$ cat src/design/lpht_pkg.sv
// ----------------------------------------------------------------------------
// lpht_pkg
// Shared types and constants of the linear-probe hash table.
// ----------------------------------------------------------------------------
`default_nettype none
package lpht_pkg;
    localparam int CAPACITY_DEF   = 256;
    localparam int KEY_BITS_DEF   = 32;
    localparam int VALUE_BITS_DEF = 32;
    localparam int HASH_BITS_DEF  = 32;
    localparam int QUEUE_DEPTH    = 2;
    localparam int LIMIT_BITS     = 9;
    localparam logic [LIMIT_BITS-1:0] LIMIT_RESET = 9'd128;

    typedef enum logic [1:0] {
        OP_GET = 2'd0,
        OP_ADD = 2'd1,
        OP_SET = 2'd2,
        OP_REM = 2'd3
    } t_op;

    typedef enum logic [2:0] {
        ST_NEW  = 3'd0,
        ST_HIT  = 3'd1,
        ST_MISS = 3'd2,
        ST_DUP  = 3'd3,
        ST_FULL = 3'd4
    } t_status;

    localparam int REQ_BITS = 98;
    localparam int RSP_BITS = 44;
endpackage
`default_nettype wire

$ cat src/design/lpht_front.sv
// ----------------------------------------------------------------------------
// lpht_front
// Accepts request beats and queues them for the back part.
// ----------------------------------------------------------------------------
`default_nettype none
module lpht_front #(
    parameter int DEPTH = lpht_pkg::QUEUE_DEPTH
) (
    input  wire                          i_clk,
    input  wire                          i_rst_n,
    input  wire                          i_valid,
    output logic                         o_ready,
    input  wire [lpht_pkg::REQ_BITS-1:0] i_req,
    output logic                         o_valid,
    input  wire                          i_ready,
    output logic [lpht_pkg::REQ_BITS-1:0] o_req
);
    import lpht_pkg::*;
    localparam int AW = (DEPTH > 1) ? $clog2(DEPTH) : 1;

    logic [REQ_BITS-1:0] r_mem [DEPTH];
    logic [AW-1:0] r_wp, r_rp;
    logic [AW:0]   r_cnt;
    logic          push, pop;

    assign o_ready = (r_cnt != (AW+1)'(DEPTH));
    assign o_valid = (r_cnt != '0);
    assign push    = i_valid && o_ready;
    assign pop     = o_valid && i_ready;
    assign o_req   = r_mem[r_rp];

    always_ff @(posedge i_clk) begin
        if (push) begin
            r_mem[r_wp] <= i_req;
        end
        if (!i_rst_n) begin
            r_wp <= '0;
            r_rp <= '0;
            r_cnt <= '0;
        end else begin
            if (push) r_wp <= (r_wp == AW'(DEPTH-1)) ? '0 : r_wp + 1'b1;
            if (pop)  r_rp <= (r_rp == AW'(DEPTH-1)) ? '0 : r_rp + 1'b1;
            r_cnt <= r_cnt + (AW+1)'(push) - (AW+1)'(pop);
        end
    end
endmodule
`default_nettype wire

$ cat config.mk
export PLATFORM = sky130hd
export DESIGN_NAME = lpht_front
export DESIGN_NICKNAME = d
export VERILOG_FILES = /design/src/design/lpht_pkg.sv /design/src/design/lpht_front.sv
export SDC_FILE = /design/constraint.sdc
export NUM_CORES = 1
export LEC_CHECK = 0
export ABC_AREA = 1
export ABC_CLOCK_PERIOD_IN_PS = 11800
export BUFFER_PORTS_ARGS = -buffer_cell sky130_fd_sc_hd__buf_2
export CAP_MARGIN = 10
export CORE_UTILIZATION = 40
export CTS_BUF_LIST = sky130_fd_sc_hd__clkbuf_8
export CTS_CLUSTER_SIZE = 16
export DETAILED_ROUTE_END_ITERATION = 12
export MAX_ROUTING_LAYER = met4
export PLACE_DENSITY = 0.67
export SLEW_MARGIN = 20
export SYNTH_ARGS = -nofsm -noshare
export SYNTH_HDL_FRONTEND = slang
export SYNTH_SLANG_ARGS = --single-unit
$ cat constraint.sdc
create_clock -name i_clk -period 11.8 [get_ports i_clk]
set_input_delay 0.59 -clock i_clk [delete_from_list [all_inputs] [get_ports i_clk]]
set_output_delay 0.59 -clock i_clk [all_outputs]
set_load 0.005 [all_outputs]
==> impl.org <==
** Setup path
- Worst path cell trace :: buf_4 > mux2_2 > buf_2
- Reg-to-reg startpoint :: r_cnt[0]
- Buffers plus inverters on the worst setup path :: 2
- Worst path depth :: 3
- At the worst endpoint, the required time is 11.21 ns.
- Reg2reg setup slack :: 9.25 ns
- For this run, the slowest stage of the critical path takes 0.77 ns.
- Depth of the worst register-to-register path :: 6
- Crit path capture type :: primary output
- Cell with the largest stage delay on the worst path :: sky130_fd_sc_hd__buf_4
- Peak fanout along the critical path :: 59
- Data on the critical path arrives at its endpoint at 2.58 ns.
- STA classifies the critical path startpoint as a register.
- On the critical path the largest part of the delay comes from buffers and inverters.
- CP Capture Point :: o_req[86]
- In this run the critical register-to-register path is captured at r_mem[0][74].
- The worst setup path is of the reg -> out kind.

** CTS
- Post-CTS resize count :: 0
- The tree is rooted in a sky130_fd_sc_hd__clkbuf_8.
- For the worst-skew pair, the clock arrives at the later sink with an insertion delay of 0.48 ns.
- # clock sinks :: 201
- The clock tree synthesis step divided the H-tree into 2 levels.
- Maximum root-to-sink buffer count :: 3
- Buffers inserted to repair hold after CTS numbered 0.
- Setup repair bufs after CTS :: 0
- TritonCTS clock tree :: yes
- Buffers inserted during clock tree synthesis total 34.
- Clock-pin slew was measured on the worst setup and hold paths at 0.06 ns.

** Power and ir drop
- Switching share of power :: 25.5%
- IR analysis of the VDD net gives a maximum drop of 0.109 mV.
- For this design the static power due to leakage is 3.57 nW.
- Power Density :: 205 nW/um^2
- Sequential cells burn 49.8% of the power.
- Clock network power share :: 28.9%
- Combinational power share :: 21.3%
- Net switching power figure :: 485 uW
- The internal portion of the total power is 1.42 mW.

** GRT
- Global routing used 15.7% of the available met1 tracks.
- Most heavily used metal layer in global routing :: met2
- Overall routing resource usage :: 14.3%
- Largest net degree at the start of global routing :: 60
- The initial antenna violation count is 0.
- The via count of the first global-routing pass was 4,133.
- For this run, global-route usage on met2 was measured as 24.7%.
- First-pass GRT wire length :: 20,000 um
- Global routing used 4.05% of the available met3 tracks.
- After global routing the overflow that remains totals 0.

** Synth
- Among all flip-flop cells after synthesis, the most frequent one is sky130_fd_sc_hd__edfxtp_1.
- Averaged over all synthesized cells, the footprint is 21.6 sq um.
- Synth Instances :: 341
- Netlist area before placement :: 7380 sq um
- Async S/R FF share, synth :: 0%
- Post-synth EDFFs :: 196
- Top cells by area, synth :: sky130_fd_sc_hd__edfxtp_1 80%, sky130_fd_sc_hd__mux2_2 12%, sky130_fd_sc_hd__mux2_4 4.1%, sky130_fd_sc_hd__dfxtp_1 1.4%, sky130_fd_sc_hd__buf_6 0.61%
- The synthesized design contains 201 register bits.
- Yosys instantiated no cell more often than sky130_fd_sc_hd__edfxtp_1.
- Sequential area share after synthesis :: 81.1%
- When the netlist entered floorplanning its net count stood at 444.
- Yosys mapped the design onto 13 distinct sky130hd cell types.
- After synthesis, the most frequently instantiated cells are 196 x sky130_fd_sc_hd__edfxtp_1, 78 x sky130_fd_sc_hd__mux2_2, 20 x sky130_fd_sc_hd__mux2_4.
- For this run, the number of Yosys warnings is 0.
- Area share of the largest cell type after synthesis :: 79.8%
- Library cell occupying the most area in the post-synthesis netlist :: sky130_fd_sc_hd__edfxtp_1

** Die
- The floorplan step set the die width to 138 um.
- Std-Cell Rows :: 49
- The die is 138 um tall.
- DIE AREA :: 19,000 sq um
- Number of placed I/O pins :: 202
- The floorplan step defined a core boundary enclosing 18,000 sq um.
- For this configuration, the core starts out at a cell density of 40.9%.

** STA
- Clock skew on the completed layout was measured at 0.0175 ns.
- Final total negative setup slack :: 0 ns
- Crit path setup slack, layout :: 8.63 ns
- Final hold violation count :: 0
- In this run the tightest slew margin relative to its limit is 41.4%.
- In the finished design, the share of the clock period the worst path needs comes to 26.8%.
- The worst path in the final design needs a cycle of 3.17 ns, including I/O delays and setup.
- Derived from the worst setup path, the maximum achievable clock frequency is 0.316 GHz.
- Number of failing setup endpoints in the final timing report :: 0
- The final count of pins violating max slew is 0.
- Setup repair after global routing left no endpoint under its margin.
- Tightest Pin Transition :: 0.879 ns

** Finish
- Final Net Count :: 675
- The repair_antennas step left the layout with diodes totalling 0.
- Filler cell count :: 1,509
- The area growth from synthesis to layout is 25.6%.
- Cells with a size suffix above 1 make up 58.6% of the layout.
- FF+latch area :: 5990 sq um
- In the final layout, the multi-input gates occupy 1300 sq um.

** Drt
- ANT nets after route :: 0
- After detailed routing, the average wire length per cell comes to 16.5 um.
- For this run, design rule violations remaining after detail routing come to 0.
- The routed layout has 3,879 vias.
- Using the TritonRoute via totals, the vias-per-cell ratio works out to 4.71.
- The routed design has 13,600 um of wire.
- In this run, the number of DRC markers left after iteration 0 of detailed routing was 186.
- The first detailed-routing pass took 4 iterations.

** Placement
- Number of buffers added on ports :: 201
- Detailed placement finished with a half-perimeter wire length of 8810 um.
- Prior to clock tree synthesis, the placed netlist has a worst setup slack of 8.70 ns.
- At the end of routability-driven placement, the weighted congestion stood at 0.697.

** Job
- Max-cap violation count :: 0

** Status
- Status :: completed

** Worst hold path
- Type of the most critical hold path :: in -> reg
- Hold Path Origin :: i_req[42]
-- layout by cell type, fill, tap and decap left out, drive strengths merged --
master | synthesis | routed
buf | 11 | 206
nand3 | 1 | 1
clkbuf | 0 | 39
inv | 7 | 19
clkinv | 0 | 7
dfxtp | 5 | 5
xnor2 | 1 | 1
nand2 | 11 | 11
edfxtp | 196 | 196
a21oi | 1 | 1
nor2 | 9 | 9
ha | 1 | 1
mux2 | 98 | 98
-- power by group through the flow --
stage | sequential [mW] | clock (mW) | combinational [mW]
after floorplan | 0.952 | 0 | 0.259
after global placement | 0.956 | 0 | 0.401
after detailed placement | 0.964 | 0 | 0.409
after CTS | 0.950 | 0.568 | 0.411
after global routing | 0.957 | 0.600 | 0.445
final | 0.947 | 0.549 | 0.405
-- cell families (layout without fill, tap and decap cells) --
logic type	count (synthesis)	after routing	synth area share (%)
buffers and inverters	18	271	1.44
flip-flops	201	201	81.1
multiplexers	98	98	16.0
adder cells (fa/ha/maj)	1	1	0.170
XOR/XNOR	1	1	0.119
AND/OR/NAND/NOR	21	21	1.09
AO/OA/AOI/OAI	1	1	0.0678
-- routing by layer --
layer  vias up  part of all wire [%]
li1       1793                     -
met4         0                   2.2
met3        37                   7.4
met2       150                    51
met1      1899                    39
met5         -                     0
-- flip-flops by register name (all words and copies together), names as in the netlist, named ones only --
register  count
r_cnt         2
r_mem       196
r_wp          1
r_rp          1
-- metrics by stage --
stage / power (mW) / cells / instance area [sq um] / utilization [%] / hold WS (ns)
floorplan: 1.21 / 341 / 7380 / - / 0.467
detailed placement: 1.37 / 764 / 8640 / 47.9 / 0.495
global route: 2.00 / 823 / 9270 / 51.4 / 0.259
CTS: 1.93 / 822 / 9250 / 51.3 / 0.253
global placement: 1.36 / 764 / 8640 / 47.9 / 0.479
finish: 1.90 / 823 / 9270 / 51.4 / 0.292
-- worst min path at each step --
stage / end / slack [ns] / cells after the start
floorplan: register / 0.47 / 2
global placement: r_rp / 0.48 / 2
detailed placement: register / 0.50 / 2
CTS: r_mem[0][45] / 0.25 / 1
global route: r_mem[1][70] / 0.26 / 1
finish: r_mem[0][42] / 0.29 / 1
-- final cells by class --
type	count	area share (%)
clock inverters	19	0.796
repair buffers	206	11.4
clock buffers	39	5.79
multi-input cells	122	14.0
flip-flops and latches	201	64.6
inverters	7	0.283
well taps	229	3.09
Note: power is estimated with default switching activity, not from simulation.
